===== config.mk =====
export PLATFORM = sky130hd
export DESIGN_NAME = dafir_div
export DESIGN_NICKNAME = d
export VERILOG_FILES = /design/src/rtl/dafir_pkg.sv /design/src/rtl/dafir_div.sv
export SDC_FILE = /design/constraint.sdc
export NUM_CORES = 1
export LEC_CHECK = 0
export BUFFER_PORTS_ARGS = -buffer_cell sky130_fd_sc_hd__buf_2
export CAP_MARGIN = 20
export CORE_MARGIN = 1.5
export CORE_UTILIZATION = 63
export DETAILED_ROUTE_END_ITERATION = 8
export GPL_ROUTABILITY_DRIVEN = 0
export PLACE_DENSITY = 0.86
export SLEW_MARGIN = 20
export SYNTH_ARGS = -nofsm -noshare
export SYNTH_HDL_FRONTEND = slang
export SYNTH_SLANG_ARGS = --single-unit

===== constraint.sdc =====
create_clock -name clk -period 7.8 [get_ports clk]
set_input_delay 0 -clock clk [delete_from_list [all_inputs] [get_ports clk]]
set_output_delay 0 -clock clk [all_outputs]
set_load 0.02 [all_outputs]

===== src/rtl/dafir_pkg.sv =====
package dafir_pkg;

	localparam int SAMPLE_W  = 16;
	localparam int IDX_W     = 5;
	localparam int OUT_W     = 40;
	localparam int CFG_W     = 9;
	localparam int CFG_IDX_W = 2;
	localparam int WIDTH_W   = 5;
	localparam int BIT_W     = 4;
	localparam int DIV_W     = 17;

	localparam logic [WIDTH_W-1:0] SW_MIN    = 5'd4;
	localparam logic [WIDTH_W-1:0] SW_MAX    = 5'd16;
	localparam logic [CFG_W-1:0]   RATIO_MAX = 9'd256;

	typedef enum logic [CFG_IDX_W-1:0] {
		CFG_RATIO = 2'd0,
		CFG_WIDTH = 2'd1,
		CFG_TAPS  = 2'd2
	} cfg_reg_t;

	typedef enum logic [2:0] {
		ST_IDLE,
		ST_MUL,
		ST_DRAIN,
		ST_DIV,
		ST_HOLD
	} state_t;

	typedef struct packed {
		logic               shift;
		logic               clear;
		logic               mul;
		logic               first;
		logic               drain;
		logic [BIT_W-1:0]   bit_idx;
		logic [WIDTH_W-1:0] width;
	} cell_ctrl_t;

endpackage


===== src/rtl/dafir_div.sv =====
module dafir_div #(
	parameter int ACC_W = 37
) (
	input  logic                                clk,
	input  logic                                arst_n,
	input  logic                                start,
	input  logic signed [ACC_W-1:0]             dividend,
	input  logic [dafir_pkg::WIDTH_W-1:0]       width,
	output logic                                done,
	output logic signed [ACC_W-1:0]             quotient
);
	import dafir_pkg::*;

	localparam int CNT_W = $clog2(ACC_W + 1);

	logic [CNT_W-1:0] cnt_q;
	logic             done_q;
	logic             neg_q;
	logic [ACC_W-1:0] num_q;
	logic [DIV_W-1:0] rem_q;
	logic [DIV_W-1:0] d_q;
	logic [DIV_W:0]   rem_sh;
	logic             fits;

	assign rem_sh = {rem_q, num_q[ACC_W-1]};
	assign fits   = rem_sh >= {1'b0, d_q};

	always_ff @(posedge clk or negedge arst_n) begin
		if (!arst_n) begin
			cnt_q  <= '0;
			done_q <= 1'b0;
		end else begin
			done_q <= (cnt_q == CNT_W'(1));
			if (start) begin
				cnt_q <= CNT_W'(ACC_W);
			end else if (cnt_q != '0) begin
				cnt_q <= cnt_q - CNT_W'(1);
			end
		end
	end

	// restoring division of the magnitude, one quotient bit per cycle
	always_ff @(posedge clk) begin
		if (start) begin
			neg_q <= dividend[ACC_W-1];
			num_q <= dividend[ACC_W-1] ? ACC_W'(-dividend) : ACC_W'(dividend);
			rem_q <= '0;
			d_q   <= (DIV_W'(1) << width) - DIV_W'(1);
		end else if (cnt_q != '0) begin
			num_q <= {num_q[ACC_W-2:0], fits};
			rem_q <= fits ? DIV_W'(rem_sh - {1'b0, d_q}) : DIV_W'(rem_sh);
		end
	end

	assign done     = done_q;
	assign quotient = neg_q ? -signed'(num_q) : signed'(num_q);

endmodule


==> flow_summary.ini, run 1 <==
[synth]
syn-cell-area_sq_um = 5990
synthArstFlopShare = 0.0886
ys_types = 64
ys_ff_latch = 79
synthMuxAreaShare = 0.0317
yosysWarnings = 0
synth_adder_area_share = 0.0493
synth_edf_count = 55
synth_compound_area_frac = 0.223
synth_top_family_by_area = compound AO/OA/AOI/OAI gates
synth_cells = 673
ys_seq_area_frac = 0.362
synth_simple_gate_area_frac = 0.175
synth_fp_nets = 741
synth-xor-area-share = 0.114
avgSynthCellArea_sq_um = 8.91
synth_ff_type = edfxtp_1

[run_status]
outcome = completed

[pwr]
leakage_nw = 2.60
p_total_mw = 1.72
vdd.ir_drop.worst_v = 0.000138
power_density_nw_per_um2 = 256

[finish]
final_util = 0.726
layout-drive-gt1-share = 0.175
syn2layout_area_growth_pct = 11.9
antenna_cells = 0
nNetsFinal = 807
finalNonFillerCells = 873
layout_common_cells = 81 x buf_2, 70 x nor2_1, 59 x a21oi_1
nFillCells = 697
final_common_cell = buf_2

[timing]
clock_skew_ps = 14.3
timing.fmax_mhz = 311
worstMarginPinSlew_ps = 1020
finalHoldViolations = 0
finalSetupViolCount = 0
period_share = 0.413
rsz0062_at_grt = false
slew_viol_final = 0
fin_crit_ps = 3220
max_slew_margin = 0.318
setup_tns_ps = 0
postLayoutSetupSlackWorst_ps = 4580

[clocking]
clkLatencyLatePin_ps = 370
cts_tree = yes
clkTransAtPathRegs_ps = 90
cts_root_buf = clkbuf_8
clock_path_buffers = 2
cts_setup_buffers = 0
cts_hold_buffers = 4
cts_sinks = 79
htree_levels = 3
cts_resized = 0
cts_made_buffers = 9

[placement]
dp_slack_ps = 4650
dp_cells = 852
port_buffers = 82
dp_hpwl_um = 10700

[floorplan]
num_rows = 35
core_sq_um = 9240
fp.dieW_um = 101
io_pins = 83
die_area_sq_um = 10100
die_y_um = 101
initial_core_util = 0.649

[critical_path]
critPathKind = flip-flop to flip-flop
arrival_ps = 3490
crit_end = rem_q[12]$_SDFFE_PP0P_
rr_worst_depth = 10
timing.rr.start = num_q[36]$_DFFE_PP_
cp-startpoint = num_q[36]$_DFFE_PP_
reg2reg_slack_ps = 4580
worstReg2RegEnd = rem_q[12]$_SDFFE_PP0P_
crit_fanout = 14
worst_setup_path_end_kind = flip-flop
crit_path_start_kind = flip-flop
cp.required_ps = 8070

[global_route]
grt_max_degree = 91
groute.usage.overall = 0.303
gr-total-overflow = 0
grt_pass1_wl_um = 24400
antenna_found_initial = 0
grt_pass1_vias = 5120

[detailed_routing]
drt_pre_antenna_iters = 6
drc = 0
vias = 5516
viasPerCell = 6.32
ant_nets = 0
wl_per_cell_um = 16.9
drt-initial-drc-count = 406
detail_route.wirelength_um = 14800

[job]
maxCapViolations = 0

[min_path]
hold_path_class = primary input to flip-flop
holdPathStages = 3
[metal layers]
metal  track usage  vias up  routed length [um]
li1              -     2614                   -
met1         0.414     2575                6150
met2         0.489      286                7110
met3        0.0430       41                1180
met4         0.117        0                 357
met5             0        -                   0
[per-stage QoR]
stage | hold WS (ps) | area (sq um)
global placement | -165 | 6450
detailed placement | -160 | 6450
finish | 57.7 | 6710
CTS | 44.1 | 6690
floorplan | -296 | 5990
global route | 72.5 | 6710
[Yosys cell counts (all sizes together), types with 3 or more instances]
cell type  count  area (sq um)
nor2          71           274
a21oi         59           295
edfxtp        55          1650
o21ai         48           244
xnor2         48           420
nand2         41           154
inv           37           139
xor2          30           263
clkbuf        29           109
ha            22           275
o31ai         21           168
a211oi        20           155
dfxtp         17           340
nor3          17          95.1
or3           15          93.8
or4           11          97.6
mux2i         10           100
o41ai         10           118
nand3          9          45.0
a21o           8          60.1
mux2           8          90.1
nand2b         8          50.1
dfrtp          7           175
nor4           6          43.8
o211ai         6          45.0
a31oi          5          31.3
buf            5          27.5
nand4          5          37.5
nor3b          5          37.5
a311oi         4          35.0
o21bai         4          30.0
nor4b          3          41.3
[report_power, final]
part           leakage [nW]  switching, mW  internal (mW)
registers             0.783         0.0827          0.532
logic                  1.72          0.474          0.309
clock network        0.0968          0.168          0.152
[state kept, by name (all words and copies together), names as in the netlist]
register / flops
neg_q: 1
num_q: 37
d_q: 17
done: 1
cnt_q: 6
rem_q: 17
[area by class of cell]
cell class                      count  area [sq um]  area share
Multi-Input combinational cell    523          3550       0.530
Sequential cell                    79          2170       0.323
Timing Repair Buffer               89           483      0.0720
Tap cell                          129           161      0.0241
Inverter                           37           139      0.0207
Clock buffer                        9           124      0.0185
Clock inverter                      7          80.1      0.0119
[kinds of logic (layout without fill, tap and decap cells)]
family | count (synthesis) | count (layout)
buffers and inverters | 71 | 142
and+or+nand+nor | 202 | 202
adders and majority gates | 23 | 23
muxes | 18 | 18
DFF | 79 | 79
AOI/OAI and AO/OA | 202 | 202
xor gates and xnor gates | 78 | 78
[how the worst min path moves through the flow]
stage,startpoint,endpoint
finish,dividend[0],num_q[0]$_DFFE_PP_
global route,dividend[0],num_q[0]$_DFFE_PP_
CTS,dividend[0],num_q[0]$_DFFE_PP_
detailed placement,arst_n,cnt_q[1]$_DFFE_PN0P_
global placement,arst_n,cnt_q[2]$_DFFE_PN0P_
floorplan,arst_n,cnt_q[0]$_DFFE_PN0P_
[critical path, cell delays in order, from the launching register on]
cell and delay (ps):
edfxtp_1 430, inv_1 80, ha_1 150, inv_1 60, fa_1 420, a211oi_1 330, o21ai_1 230, a211oi_2 390
o21a_1 590, a21oi_1 150, a211oi_1 290
(Power assumes the default switching activity.)
==> run 2, diff against run 1 <==
--- a/config.mk
+++ b/config.mk
@@ -8,10 +8,10 @@
 export BUFFER_PORTS_ARGS = -buffer_cell sky130_fd_sc_hd__buf_2
 export CAP_MARGIN = 20
 export CORE_MARGIN = 1.5
-export CORE_UTILIZATION = 63
+export CORE_UTILIZATION = 59
 export DETAILED_ROUTE_END_ITERATION = 8
 export GPL_ROUTABILITY_DRIVEN = 0
-export PLACE_DENSITY = 0.86
+export PLACE_DENSITY = 0.82
 export SLEW_MARGIN = 20
 export SYNTH_ARGS = -nofsm -noshare
 export SYNTH_HDL_FRONTEND = slang
==> constraint.sdc (replaced) <==
create_clock -name clk -period 3.1 [get_ports clk]
set_input_delay 0 -clock clk [delete_from_list [all_inputs] [get_ports clk]]
set_output_delay 0 -clock clk [all_outputs]
set_load 0.02 [all_outputs]
==> run 2 against run 1 <==
Net effect: global-route usage fell by 3.8 points; routed wire length fell by 3.1%; clock power rose by 130%; flip-flop and latch count did not move; utilization fell by 3.8 points; non-clock buffer count rose by 4; critical endpoint is now quotient[27]; largest cell class unchanged; highest routed layer unchanged.
==> flow_summary.ini, run 2 (same netlist as run 1, synthesis figures left out) <==
[floorplan]
die_area_sq_um = 10800
num_rows = 36
core_sq_um = 9820
io_pins = 83
initial_core_util = 0.610
fp.dieW_um = 104
die_y_um = 104

[critical_path]
worstReg2RegEnd = rem_q[9]$_SDFFE_PP0P_
rr_worst_depth = 11
reg2reg_slack_ps = 270
arrival_ps = 2910
critPathKind = flip-flop to output port
cp.required_ps = 3100
worst_setup_path_end_kind = output port
crit_path_start_kind = flip-flop
crit_fanout = 5
timing.rr.start = num_q[36]$_DFFE_PP_

[timing]
period_share = 0.939
fin_crit_ps = 2910
postLayoutSetupSlackWorst_ps = 188
max_slew_margin = 0.468
finalSetupViolCount = 0
rsz0062_at_grt = false
clock_skew_ps = 14.3
finalHoldViolations = 0
worstMarginPinSlew_ps = 786
slew_viol_final = 0
timing.fmax_mhz = 343
setup_tns_ps = 0

[min_path]
hold_path_end = num_q[27]$_DFFE_PP_
hold_path_class = primary input to flip-flop
hold_start = dividend[27]
holdPathStages = 3

[pwr]
power_density_nw_per_um2 = 634
vdd.ir_drop.worst_v = 0.000396
leakage_nw = 2.62

[placement]
dp_slack_ps = 163
dp_hpwl_um = 10600
port_buffers = 82
dpl_cell_area_sq_um = 6490

[global_route]
gr-total-overflow = 0
grt_pass1_wl_um = 23400
groute.usage.overall = 0.265
antenna_found_initial = 0
grt_pass1_vias = 5036
grt_max_degree = 91

[detailed_routing]
ant_nets = 0
wl_per_cell_um = 16.3
vias = 5347
detail_route.wirelength_um = 14300
drt-initial-drc-count = 276
drc = 0
drt_pre_antenna_iters = 5
viasPerCell = 6.07

[clocking]
cts_sinks = 79
cts_tree = yes
htree_levels = 3
clkTransAtPathRegs_ps = 90
clkLatencyLatePin_ps = 370
cts_made_buffers = 9
clock_path_buffers = 2
cts_root_buf = clkbuf_8

[finish]
layout-drive-gt1-share = 0.182
final_util = 0.688
nNetsFinal = 811
layout_common_cells = 81 x buf_2, 70 x nor2_1, 59 x a21oi_1
reg_top3 = num_q x37, d_q x17, rem_q x17
syn2layout_area_growth_pct = 12.7
final_common_cell = buf_2
final_area_sq_um = 6760
antenna_cells = 0
largest_reg_flops = 37
top_register = num_q

[job]
maxCapViolations = 0

[run_status]
outcome = completed
==> run 2: cell types whose count changed in the layout (fill, tap and decap cells not counted), sizes merged <==
cell	change
buf	+4
bufinv	-1
clkinv	+1
==> run 2: layer usage <==
layer	routed length, um	part of all wire	track usage
met5	0	0	0
met4	343	0.024	0.107
met3	892	0.062	0.0334
met2	6740	0.47	0.436
met1	6360	0.44	0.354
==> run 2: worst max path at each step <==
stage,startpoint,to,cells after the start
detailed placement,num_q[36]$_DFFE_PP_,rem_q[5]$_SDFFE_PP0P_,10
global placement,num_q[36]$_DFFE_PP_,rem_q[8]$_SDFFE_PP0P_,10
global route,num_q[7]$_DFFE_PP_,quotient[36],7
floorplan,num_q[36]$_DFFE_PP_,rem_q[0]$_SDFFE_PP0P_,11
finish,num_q[2]$_DFFE_PP_,quotient[27],7
CTS,num_q[7]$_DFFE_PP_,quotient[34],7
==> run 2: final cells by class <==
type	instances	area, sq um
Tap cell	133	166
Clock buffer	9	124
Clock inverter	7	53.8
Timing Repair Buffer	93	526
Sequential cell	79	2170
Multi-Input combinational cell	523	3580
Fill cell	800	3060
Inverter	37	139
==> run 2: critical path: stages, from the launching register on <==
cell and delay (ps):
edfxtp_1 450, or3_1 470, or4_1 650, nor2_4 200, nand2_1 140, o31ai_2 270
xnor2_1 170, buf_2 200
==> run 2: timing repair <==
item                                    in CTS  in global routing
hold buffers                                 4                  0
endpoints found under the setup margin       0                 17
resized for setup                            0                  5
setup buffers                                0                  0
hold endpoints to repair                    21                  0
==> run 2: stage by stage <==
| stage | total power, mW | instances | hold slack [ps] |
|---|---|---|---|
| floorplan | 2.97 | 673 | -296 |
| global placement | 3.41 | 860 | -164 |
| detailed placement | 3.47 | 860 | -158 |
| CTS | 4.21 | 880 | 32.4 |
| global route | 4.54 | 881 | 39.4 |
| finish | 4.28 | 881 | 42.8 |
==> run 2: power by group <==
| group | total (mW) | switching, mW | leakage, nW | internal (mW) |
|---|---|---|---|---|
| clock network | 0.732 | 0.434 | 0.0843 | 0.298 |
| registers | 1.54 | 0.201 | 0.783 | 1.34 |
| logic | 2.01 | 1.19 | 1.75 | 0.820 |
