--- src/rtl/dafir_pkg.sv ---
package dafir_pkg;

	localparam int SAMPLE_W  = 16;
	localparam int IDX_W     = 5;
	localparam int OUT_W     = 40;
	localparam int CFG_W     = 9;
	localparam int CFG_IDX_W = 2;
	localparam int WIDTH_W   = 5;
	localparam int BIT_W     = 4;
	localparam int DIV_W     = 17;

	localparam logic [WIDTH_W-1:0] SW_MIN    = 5'd4;
	localparam logic [WIDTH_W-1:0] SW_MAX    = 5'd16;
	localparam logic [CFG_W-1:0]   RATIO_MAX = 9'd256;

	typedef enum logic [CFG_IDX_W-1:0] {
		CFG_RATIO = 2'd0,
		CFG_WIDTH = 2'd1,
		CFG_TAPS  = 2'd2
	} cfg_reg_t;

	typedef enum logic [2:0] {
		ST_IDLE,
		ST_MUL,
		ST_DRAIN,
		ST_DIV,
		ST_HOLD
	} state_t;

	typedef struct packed {
		logic               shift;
		logic               clear;
		logic               mul;
		logic               first;
		logic               drain;
		logic [BIT_W-1:0]   bit_idx;
		logic [WIDTH_W-1:0] width;
	} cell_ctrl_t;

endpackage

--- src/rtl/dafir_cell.sv ---
module dafir_cell #(
	parameter int COEF_BITS = 16
) (
	input  logic                                 clk,
	input  logic                                 arst_n,
	input  dafir_pkg::cell_ctrl_t                ctrl,
	input  logic                                 coef_we,
	input  logic signed [COEF_BITS-1:0]          coef_wdata,
	input  logic signed [dafir_pkg::SAMPLE_W-1:0] sample_in,
	input  logic signed [COEF_BITS+dafir_pkg::SAMPLE_W-1:0] prod_in,
	output logic signed [dafir_pkg::SAMPLE_W-1:0] sample_out,
	output logic signed [COEF_BITS+dafir_pkg::SAMPLE_W-1:0] prod_out
);
	import dafir_pkg::*;

	localparam int PROD_W = COEF_BITS + SAMPLE_W;

	logic signed [SAMPLE_W-1:0]  sample_q;
	logic signed [COEF_BITS-1:0] coef_q;
	logic signed [PROD_W-1:0]    prod_q;
	logic signed [SAMPLE_W-1:0]  sat;
	logic                        plane_bit;
	logic signed [PROD_W-1:0]    term;

	always_ff @(posedge clk or negedge arst_n) begin
		if (!arst_n) begin
			sample_q <= '0;
		end else if (ctrl.clear) begin
			sample_q <= '0;
		end else if (ctrl.shift) begin
			sample_q <= sample_in;
		end
	end

	always_ff @(posedge clk) begin
		if (coef_we) begin
			coef_q <= coef_wdata;
		end
	end

	// saturate the stored sample to the configured width
	always_comb begin
		int hi_i;
		int lo_i;
		int s_i;
		hi_i = (1 << (int'(ctrl.width) - 1)) - 1;
		lo_i = -hi_i - 1;
		s_i  = int'(sample_q);
		if (s_i > hi_i) begin
			sat = SAMPLE_W'(hi_i);
		end else if (s_i < lo_i) begin
			sat = SAMPLE_W'(lo_i);
		end else begin
			sat = sample_q;
		end
	end

	assign plane_bit = sat[ctrl.bit_idx];
	assign term      = plane_bit ? PROD_W'(coef_q) : '0;

	// msb-first horner: sign plane subtracts, later planes double and add
	always_ff @(posedge clk) begin
		if (ctrl.mul) begin
			if (ctrl.first) begin
				prod_q <= -term;
			end else begin
				prod_q <= (prod_q <<< 1) + term;
			end
		end else if (ctrl.drain) begin
			prod_q <= prod_in;
		end
	end

	assign sample_out = sample_q;
	assign prod_out   = prod_q;

endmodule

--- config.mk ---
export PLATFORM = sky130hd
export DESIGN_NAME = dafir_cell
export DESIGN_NICKNAME = d
export VERILOG_FILES = /design/src/rtl/dafir_pkg.sv /design/src/rtl/dafir_cell.sv
export SDC_FILE = /design/constraint.sdc
export NUM_CORES = 1
export LEC_CHECK = 0
export ABC_AREA = 1
export BUFFER_PORTS_ARGS = -buffer_cell sky130_fd_sc_hd__buf_4
export CAP_MARGIN = 20
export CORE_ASPECT_RATIO = 0.8
export CORE_MARGIN = 5
export CORE_UTILIZATION = 33
export CTS_CLUSTER_SIZE = 25
export DETAILED_ROUTE_END_ITERATION = 10
export GPL_TIMING_DRIVEN = 0
export PLACE_DENSITY = 0.6
export SLEW_MARGIN = 20
export SYNTH_ARGS = -nofsm -noshare
export SYNTH_HDL_FRONTEND = slang
export SYNTH_SLANG_ARGS = --single-unit
--- constraint.sdc ---
create_clock -name clk -period 6.7 [get_ports clk]
set_input_delay 0.67 -clock clk [delete_from_list [all_inputs] [get_ports clk]]
set_output_delay 0.67 -clock clk [all_outputs]
set_load 0.02 [all_outputs]
==> results.cfg, run 1 <==
[pwr]
power.share.switching_pct = 45.16
intPower_mw = 1.388
pwr-share-clk_pct = 18.6
leakagePower_nw = 5.841
p_seq_share_pct = 21.1
comb_power_share_pct = 60.4
ir_drop_mv = 0.1227
power_density_nw_per_um2 = 219.0
totalPowerFinal_mw = 2.531
switchingPower_mw = 1.143

[grt]
grt.overflow.total = 0
grt_max_degree = 33
grt_pass1_vias = 8470
grt_usage_pct = 19.90
antenna_found_initial = 0
grt_pass1_wl_mm = 44.55

[sta]
timing.fmax_mhz = 135.5
rsz0062_at_grt = yes
tns_ns = -9.404
layout_setup_ws_ns = -0.6809
finalHoldViolCount = 0
max_slew.worst_pin.slew_ns = 0.8480
setup_viol = 21
final.setup_skew_ns = 0.009896
slew_viol_final = 0
period_minus_slack_ns = 7.381
finalCritPeriodShare_pct = 110.2
maxSlewHeadroom_pct = 43.47

[layout]
n_antenna_cell = 0
final.fill_count = 2426
nNetsFinal = 1630
fin_area_um2 = 11560
syn_to_final_growth_pct = 42.18
drive_above_1_share_pct = 33.24

[worst_setup_path]
crit_path_max_incr_delay_ns = 0.40
worstPathMaxFanout = 7
arrival_ns = 7.47
crit_type = in -> reg
reg2reg_to = prod_out[26]
reg2regPathDepth = 40
cpMaxStageDelayCell = or3_4
crit_required_ns = 6.79
reg2reg_from = sample_out[15]
path_buf_inv = 12
end_kind = register
cp-start-kind = input port
crit_family = simple AND/OR/NAND/NOR gates
r2r_slack_ns = 0.67

[synth]
syn_nets = 1416
synth_ff_type = edfxtp_1
yosys_warnings = 0
async_reset_ff_share_pct = 25.00
synth_edf_count = 48
synth.distinct_cells = 47
synth-seq-area-share_pct = 22.66
synthCells = 1225
synth.cell_area_um2 = 8128
synth_area_per_cell_um2 = 6.635
yosys-top-cells-area = edfxtp_1, ha_1, nand2_1
ys_ff_latch = 64
yosysTopAreaCell = edfxtp_1
yosys.area.top_type_share_pct = 17.73

[run]
maxCapViolCount = 0

[floorplanning]
coreArea_um2 = 24310
die_y_um = 150.4
dieWidth_um = 185.5
rows = 51
dieArea_um2 = 27890
start_util_pct = 33.43
io_pins = 129

[route]
ant_nets = 0
routed_wl_mm = 29.28
route.detailed.wl_per_inst_um = 16.62
drcViolationCount = 0
drt_iter0_drc = 662
drtPass1Iterations = 5
vias_per_cell = 5.140
vias = 9056

[placement]
gp_congestion = 0.9620
dpl_cell_area_um2 = 9736
io_buffers = 126
place_hpwl_mm = 21.66
post-place-ws_ns = -1.996

[clock_network]
cts_tree = done
clk_latency_ns = 0.34
cts_buffers = 9
cts_sinks = 64
cts_buffer_depth = 2
cts-root-buf = clkbuf_16
cts.clk_slew.worst_paths_ns = 0.06
htreeDepth = 3

[outcome]
violations = negative setup slack
status = finished, violations left

[hold_path]
hp-class = in -> async
==> state kept, by name, summed over array words and instances (netlist names) <==
register	count
prod_out	32
sample_out	16
coef_q	16
==> cell usage in the layout, fill, tap and decap left out, types with 18 or more instances in the layout <==
| cell type | instances |
|---|---|
| nor2_4 | 18 |
| nand3_2 | 29 |
| inv_1 | 162 |
| inv_2 | 23 |
| nand3_1 | 95 |
| a21oi_2 | 28 |
| nor2_1 | 85 |
| a21oi_1 | 61 |
| clkbuf_1 | 19 |
| ha_1 | 90 |
| o21ai_0 | 43 |
| nand2_1 | 262 |
| buf_4 | 188 |
| nand2_2 | 34 |
| edfxtp_1 | 48 |
==> what timing repair did <==
action,4_1_cts,5_1_grt
pin swaps,57,73
buffers inserted,56,32
gates resized for setup,113,124
cloned,3,1
endpoints found under the setup margin,28,25
hold buffers,0,0
==> how the worst max path moves through the flow <==
stage                        from           end  slack [ns]  cells past startpoint
after floorplan           ctrl[0]  prod_out[27]       -0.48                     59
after global placement    ctrl[1]  prod_out[26]       -1.97                     47
after global routing      ctrl[0]  prod_out[26]       -1.06                     58
after CTS                 ctrl[0]  prod_out[31]       -0.42                     57
after detailed placement  ctrl[1]  prod_out[26]       -2.00                     48
final                     ctrl[0]  prod_out[26]       -0.68                     58
==> per-stage QoR <==
| stage | hold WS (ns) | utilization, % | std cells |
|---|---|---|---|
| 3_5_place_dp | 0.5418 | 40.04 | 1670 |
| 5_1_grt | 0.1924 | 47.53 | 1762 |
| 6_report | 0.1843 | 47.53 | 1762 |
| 2_1_floorplan | 0.3744 | - | 1225 |
| 4_1_cts | 0.1852 | 44.88 | 1745 |
| 3_3_place_gp | 0.5401 | 39.93 | 1669 |
==> routing by layer <==
layer  up-vias  global-route usage [%]  wire length [um]  share of wire [%]
met5         -                       0                 0                  0
met1      4210                   29.52             13810                 47
met3        50                   3.647              2037                7.0
met4         0                   3.925               592                2.0
li1       4491                       -                 -                  -
met2       305                   30.25             12830                 44
==> cell families (layout without fill, tap and decap cells) <==
| group | Yosys count | in the layout | share of synthesized area [%] |
|---|---|---|---|
| xor gates and xnor gates | 18 | 18 | 1.940 |
| adders and majority gates | 110 | 110 | 17.03 |
| AOI/OAI and AO/OA | 208 | 208 | 14.66 |
| DFF | 64 | 64 | 22.66 |
| and+or+nand+nor | 605 | 606 | 33.14 |
| buffers and inverters | 220 | 438 | 10.58 |
==> area by class of cell <==
| type | instances | area, um2 | share of cell area [%] |
|---|---|---|---|
| Multi-Input combinational cell | 942 | 6485 | 56.12 |
| Buffer | 27 | 165.2 | 1.429 |
| Clock inverter | 5 | 28.78 | 0.2490 |
| Clock buffer | 11 | 254.0 | 2.198 |
| Timing Repair Buffer | 202 | 1615 | 13.98 |
| Inverter | 193 | 767.0 | 6.637 |
| Tap cell | 318 | 397.9 | 3.443 |
| Sequential cell | 64 | 1843 | 15.95 |
==> cells in the mapped netlist (2+ instances only) <==
library cell / n
clkbuf_1: 19
o21a_1: 3
nand3b_1: 2
buf_2: 3
nand4_1: 12
nor2_4: 4
o21ai_0: 72
xor2_1: 13
nor2_1: 111
buf_4: 2
a221oi_1: 2
o211ai_2: 5
ha_1: 109
a21oi_1: 86
o211ai_1: 11
a21o_1: 2
nor3_1: 12
or2_2: 12
a21oi_2: 7
nand2_2: 12
nor4_1: 3
o21bai_1: 4
edfxtp_1: 48
buf_6: 3
inv_1: 181
a21boi_0: 2
nand2_4: 2
dfrtp_1: 16
nand3_2: 7
nor2_2: 5
nand3_4: 2
inv_2: 11
nand2_1: 292
nand3_1: 125
xnor2_1: 5
a31oi_1: 9
==> power by group through the flow <==
stage	registers, mW	clock network, mW	logic (mW)
3_3_place_gp	0.539	0	1.12
5_1_grt	0.537	0.490	1.67
3_5_place_dp	0.537	0	1.14
2_1_floorplan	0.566	0	0.779
4_1_cts	0.531	0.472	1.35
6_report	0.533	0.470	1.53
==> worst reg2reg max path: cells and delay by family (launching register included) <==
kind,cells,cell delay (ns)
simple gates,23,2.21
flops,1,0.57
buf+inv,6,0.98
fa+ha+maj,2,0.71
compound gates,9,1.31
(Power assumes the default switching activity.)
==> run 2: changes to the inputs <==
ABC_AREA = default   (was 1)
PLACE_DENSITY = 0.61   (was 0.6)
==> run 2 against run 1 <==
  * The flow still finishes with violations (negative setup slack)
  * Total power down 5.5%
  * Largest power group unchanged
  * Synthesized cell count fell by 28%
  * Clock skew is 0.0050 ns higher
  * Area after synthesis decreased by 7.1%
  * Sequential power up 3%
  * Critical path depth shrank 10
  * First-iteration DRC count rose by 2.3%
  * Core utilization about the same
  * Final area decreased by 7.5%
  * Setup slack lost 1.2 ns
==> results.cfg, run 2 <==
[outcome]
status = finished, violations left
violations = negative setup slack

[grt]
grt_pass1_wl_mm = 39.58
grt.overflow.total = 0
grt_usage_pct = 18.92
grt_max_degree = 39
grt_pass1_vias = 7143
antenna_found_initial = 0

[worst_setup_path]
worstPathMaxFanout = 5
path_buf_inv = 10
crit_path_max_incr_delay_ns = 0.48
reg2reg_to = prod_out[31]
r2r_slack_ns = -0.13
end_kind = register
cp_num_cells = 48
cpMaxStageDelayCell = mux4_2
crit_family = compound AO/OA/AOI/OAI gates
reg2regPathDepth = 33
setup.worst_path.end = prod_out[31]
crit_top_cell = ha_4
crit_type = in -> reg
worst_setup_path_startpoint = ctrl[0]
arrival_ns = 8.68
reg2reg_from = sample_out[15]
crit_required_ns = 6.78
cp-start-kind = input port

[clock_network]
cts_tree = done
cts.clk_slew.worst_paths_ns = 0.06
htreeDepth = 3
cts_buffers = 9
cts_sinks = 64
cts_buffer_depth = 2
cts-root-buf = clkbuf_16
clk_latency_ns = 0.34
cts-hold-fix-buffers = 0

[sta]
period_minus_slack_ns = 8.597
tns_ns = -31.86
slew_viol_final = 0
max_slew.worst_pin.slew_ns = 0.9993
setup_viol = 30
finalCritPeriodShare_pct = 128.3
timing.fmax_mhz = 116.3
final.setup_skew_ns = 0.01491
rsz0062_at_grt = yes
maxSlewHeadroom_pct = 33.25
layout_setup_ws_ns = -1.897
finalHoldViolCount = 0

[layout]
largest_reg_flops = 32
n_antenna_cell = 0
syn_to_final_growth_pct = 41.50
nNetsFinal = 1279
mostFrequentLayoutCell = buf_4
layout_common_cells = buf_4, ha_1, nor2_1, a21oi_1, inv_1
final.fill_count = 2083
regArea_um2 = 1843
drive_above_1_share_pct = 35.77
multiInputGateArea_um2 = 6131

[hold_path]
hp-class = in -> async

[pwr]
switchingPower_uw = 967.2
power_density_nw_per_um2 = 223.8
ir_drop_mv = 0.1276
comb_power_share_pct = 58.2
p_seq_share_pct = 23.0
pwr-share-clk_pct = 18.9
power.share.switching_pct = 40.44
totalPowerFinal_mw = 2.392
intPower_mw = 1.424
leakagePower_nw = 4.752

[synth]
synth_ff_type = edfxtp_1
yosys_warnings = 0
synthCells = 882
synth-seq-area-share_pct = 24.39
async_reset_ff_share_pct = 25.00
yosys-top-cells-area = edfxtp_1, ha_1, dfrtp_1
synth.distinct_cells = 92
yosys.area.top_type_share_pct = 19.09
yosysTopAreaCell = edfxtp_1
synth_area_per_cell_um2 = 8.563
yosysMostFrequentCell = ha_1
syn_nets = 1073
synth.cell_area_um2 = 7552
yosys-top-cells-count = ha_1, nor2_1, a21oi_1
synth_edf_count = 48
ys_ff_latch = 64

[route]
ant_nets = 0
route.detailed.wl_per_inst_um = 18.46
drtPass1Iterations = 5
vias = 7540
drcViolationCount = 0
vias_per_cell = 5.390
drt_iter0_drc = 677
routed_wl_mm = 25.82

[floorplanning]
io_pins = 129
rows = 49
die_y_um = 145.3
dieArea_um2 = 26030
coreArea_um2 = 22500
dieWidth_um = 179.1
start_util_pct = 33.57

[run]
maxCapViolCount = 0

[placement]
io_buffers = 121
gp_congestion = 0.8721
place_hpwl_mm = 18.78
run 2: cell types whose count changed after synthesis, moves of 17 or more:
cell and delta:
nand3_1 -104, nand2b_1 +17, nor2_1 -19, nand2_1 -242
o21ai_0 -31, mux2i_1 +26, inv_1 -126, nor2b_1 +26
run 2: cell families (layout without fill, tap and decap cells):
kind of cell	Yosys count	after routing	synth area share, %
compound gates	243	243	21.77
xor+xnor	38	38	4.506
fa+ha+maj	110	110	18.32
buf+inv	96	307	5.219
flops	64	64	24.39
mux	37	37	5.716
simple gates	294	294	20.08
run 2: metal layers:
metal / routed length [um] / track usage, % / vias to the layer above
met5: 0 / 0 / -
met4: 532 / 4.378 / 0
met3: 1921 / 3.979 / 40
met2: 11180 / 27.83 / 276
met1: 12190 / 28.28 / 3555
li1: - / - / 3669
run 2: area by class of cell:
| cell class | instances | area share, % |
|---|---|---|
| plain buffers | 31 | 2.014 |
| well taps | 306 | 3.583 |
| multi-input cells | 722 | 57.37 |
| clock inverters | 6 | 0.3864 |
| inverters | 62 | 2.271 |
| repair buffers | 198 | 14.89 |
| clock buffers | 10 | 2.236 |
| flip-flops and latches | 64 | 17.25 |
run 2: timing repair:
item / 4_1_cts / 5_1_grt
resized for setup: 113 / 42
gates cloned: 2 / 0
setup endpoints to repair: 31 / 31
pin swaps: 61 / 50
setup buffers: 61 / 18
run 2: power groups by stage:
| stage | Sequential (mW) | Clock (mW) | Combinational [mW] |
|---|---|---|---|
| 2_1_floorplan | 0.585 | 0 | 0.692 |
| 3_3_place_gp | 0.553 | 0 | 1.00 |
| 3_5_place_dp | 0.550 | 0 | 1.02 |
| 4_1_cts | 0.547 | 0.457 | 1.27 |
| 5_1_grt | 0.553 | 0.471 | 1.51 |
| 6_report | 0.549 | 0.451 | 1.39 |
run 2: per-stage QoR:
stage / hold slack [ns] / worst slack (ns) / instances / cell area [um2] / util, %
after floorplan: 0.3744 / -1.693 / 882 / 7774 / -
after global placement: 0.5368 / -3.184 / 1309 / 9065 / 40.29
after detailed placement: 0.5420 / -3.225 / 1310 / 9086 / 40.38
after CTS: 0.1805 / -1.850 / 1384 / 10400 / 46.20
after global routing: 0.1905 / -2.215 / 1399 / 10690 / 47.49
final: 0.1860 / -1.897 / 1399 / 10690 / 47.49
run 2: worst reg2reg max path: cells and delay by family (launching register included):
| kind | cells | cell delay, ns |
|---|---|---|
| buf+inv | 6 | 0.74 |
| mux | 2 | 0.73 |
| fa+ha+maj | 3 | 0.82 |
| simple gates | 8 | 1.20 |
| flops | 1 | 0.51 |
| compound gates | 14 | 2.56 |
run 2: how the worst min path moves through the flow:
stage          startpoint             end  slack [ns]  depth (start not counted)
4_1_cts            arst_n  sample_out[12]        0.18                          1
2_1_floorplan      arst_n   sample_out[0]        0.37                          0
5_1_grt            arst_n  sample_out[12]        0.19                          1
6_report           arst_n  sample_out[12]        0.19                          1
3_3_place_gp       arst_n  sample_out[12]        0.54                          1
3_5_place_dp       arst_n  sample_out[12]        0.54                          1
==> run 3: changes to the inputs <==
CORE_ASPECT_RATIO = 1.5   (was 0.8)
PLACE_DENSITY = 0.59   (was 0.61)
RECOVER_POWER = 100   (was default)
clock period = 9.6 ns   (was 6.7 ns; I/O delays follow)
==> run 3 against run 2 <==
  * The run ends with max-capacitance violations, max-slew violations left
  * Final area down 10%
  * Worst hold slack gained 0.41 ns
  * Cell count is 4.9% lower
  * Flip-flop and latch count did not move
  * Largest cell class unchanged
  * Largest power group unchanged
==> results.cfg, run 3 (same netlist as run 2, synthesis figures left out) <==
[sta]
max_slew.worst_pin.slew_ns = 2.526
whs_ns = 0.5992
layout_setup_ws_ns = 0.2741
setup_viol = 0
period_minus_slack_ns = 9.326
slew_viol_final = 33
final.setup_skew_ns = 0.008583
maxSlewHeadroom_pct = -68.41
finalCritPeriodShare_pct = 97.14
finalHoldViolCount = 0
timing.fmax_mhz = 107.2

[worst_setup_path]
cpMaxStageDelayCell = a311o_1
arrival_ns = 9.42
end_kind = register
crit_path_max_incr_delay_ns = 0.39
r2r_slack_ns = 2.34
crit_required_ns = 9.69
cp-start-kind = input port
reg2reg_to = prod_out[31]
reg2regPathDepth = 33
crit_type = in -> reg
worstPathMaxFanout = 10
reg2reg_from = sample_out[15]

[clock_network]
cts_sinks = 64
cts-root-buf = clkbuf_16
cts.clk_slew.worst_paths_ns = 0.06
cts_buffer_depth = 2
htreeDepth = 3
cts-hold-fix-buffers = 0
cts_buffers = 9
clk_latency_ns = 0.35
cts_tree = done

[floorplanning]
dieArea_um2 = 26070
coreArea_um2 = 22470
io_pins = 129
dieWidth_um = 133.5
die_y_um = 195.3
start_util_pct = 33.62
rows = 67

[hold_path]
hold_path.startpoint = sample_out[0]
hold_end = sample_out[0]
hold_path_depth = 2
hp-class = reg -> reg

[route]
drtPass1Iterations = 5
drt_iter0_drc = 290
wl_met2_mm = 13.55
vias_per_cell = 5.464
vias = 7273
drcViolationCount = 0
routed_wl_mm = 24.63
dr.max_layer_used = met4
ant_nets = 0
route.detailed.wl_per_inst_um = 18.50
route.met3.wl_mm = 1.031
wl_met1_mm = 9.096

[placement]
post-place-ws_ns = -2.220
place_hpwl_mm = 19.43
gp_congestion = 0.9122
io_buffers = 121

[layout]
mostFrequentLayoutCell = ha_1
drive_above_1_share_pct = 21.61
nNetsFinal = 1241
n_antenna_cell = 0
fin_util_pct = 42.74
final.fill_count = 2306
layout_common_cells = ha_1, nor2_1, buf_4, clkbuf_1, a21oi_1
largest_reg_flops = 32
syn_to_final_growth_pct = 27.14

[pwr]
p_seq_share_pct = 25.7
ir_drop_mv = 0.08069
totalPowerFinal_mw = 1.457
pwr-share-clk_pct = 22.2
switchingPower_uw = 604.6
leakagePower_nw = 4.212
power.share.switching_pct = 41.49
comb_power_share_pct = 52.2
intPower_uw = 852.7
power_density_nw_per_um2 = 151.8

[grt]
antenna_found_initial = 0
grt_usage_pct = 18.45
grt_pass1_vias = 7299
grt.overflow.total = 0
grt_max_degree = 38
grt_pass1_wl_mm = 38.16

[run]
maxCapViolCount = 1

[outcome]
violations = max-capacitance violations, max-slew violations
status = finished, violations left
run 3: cell types whose count changed in the layout (fill, tap and decap cells not counted), sizes merged:
| cell | delta |
|---|---|
| buf | -103 |
| clkbuf | +64 |
| clkinvlp | +1 |
| clkinv | -1 |
| inv | +1 |
run 3: worst max path at each step:
| stage | startpoint | end | slack [ns] | depth (start not counted) |
|---|---|---|---|---|
| after detailed placement | ctrl[0] | prod_out[30] | -2.22 | 46 |
| after global routing | ctrl[0] | prod_out[31] | -0.06 | 47 |
| final | ctrl[0] | prod_out[31] | 0.27 | 47 |
| after CTS | ctrl[0] | prod_out[31] | 0.006 | 49 |
| after floorplan | ctrl[0] | prod_out[31] | 0.05 | 46 |
| after global placement | ctrl[0] | prod_out[30] | -2.16 | 46 |
run 3: metal layers:
| metal | GRT usage (%) | vias to the layer above |
|---|---|---|
| li1 | - | 3588 |
| met1 | 18.42 | 3442 |
| met2 | 36.91 | 190 |
| met3 | 2.188 | 53 |
| met4 | 8.921 | 0 |
| met5 | 0 | - |
run 3: power by group through the flow:
stage / Clock (mW) / Sequential, mW / Combinational, mW
floorplan: 0 / 0.408 / 0.459
global placement: 0 / 0.382 / 0.674
detailed placement: 0 / 0.380 / 0.685
CTS: 0.335 / 0.375 / 0.742
global route: 0.343 / 0.380 / 0.833
finish: 0.323 / 0.374 / 0.760
run 3: timing repair:
item	4_1_cts	5_1_grt
gates resized for setup	48	44
setup endpoints to repair	23	7
setup buffers	15	22
pin swaps	16	27
run 3: critical path: cells and delay by family:
| family | cells | cell delay, ns |
|---|---|---|
| compound gates | 14 | 2.81 |
| simple gates | 15 | 2.79 |
| buf+inv | 11 | 1.16 |
| fa+ha+maj | 5 | 1.07 |
| mux | 2 | 0.58 |
run 3: cell type report:
class	count	area, um2	area share, %
Multi-Input combinational cell	722	5673	59.08
Sequential cell	64	1842	19.18
Timing Repair Buffer	159	1031	10.74
Tap cell	276	345.3	3.597
Inverter	62	239.0	2.489
Clock buffer	9	225.2	2.346
Buffer	32	195.2	2.033
Clock inverter	7	51.30	0.5343
run 3: stage by stage:
step | area, um2 | std cells | setup TNS (ns)
global route | 9602 | 1331 | -0.08630
global placement | 8806 | 1279 | -25.86
detailed placement | 8827 | 1280 | -27.68
floorplan | 7552 | 882 | 0
CTS | 9444 | 1309 | 0
finish | 9602 | 1331 | 0
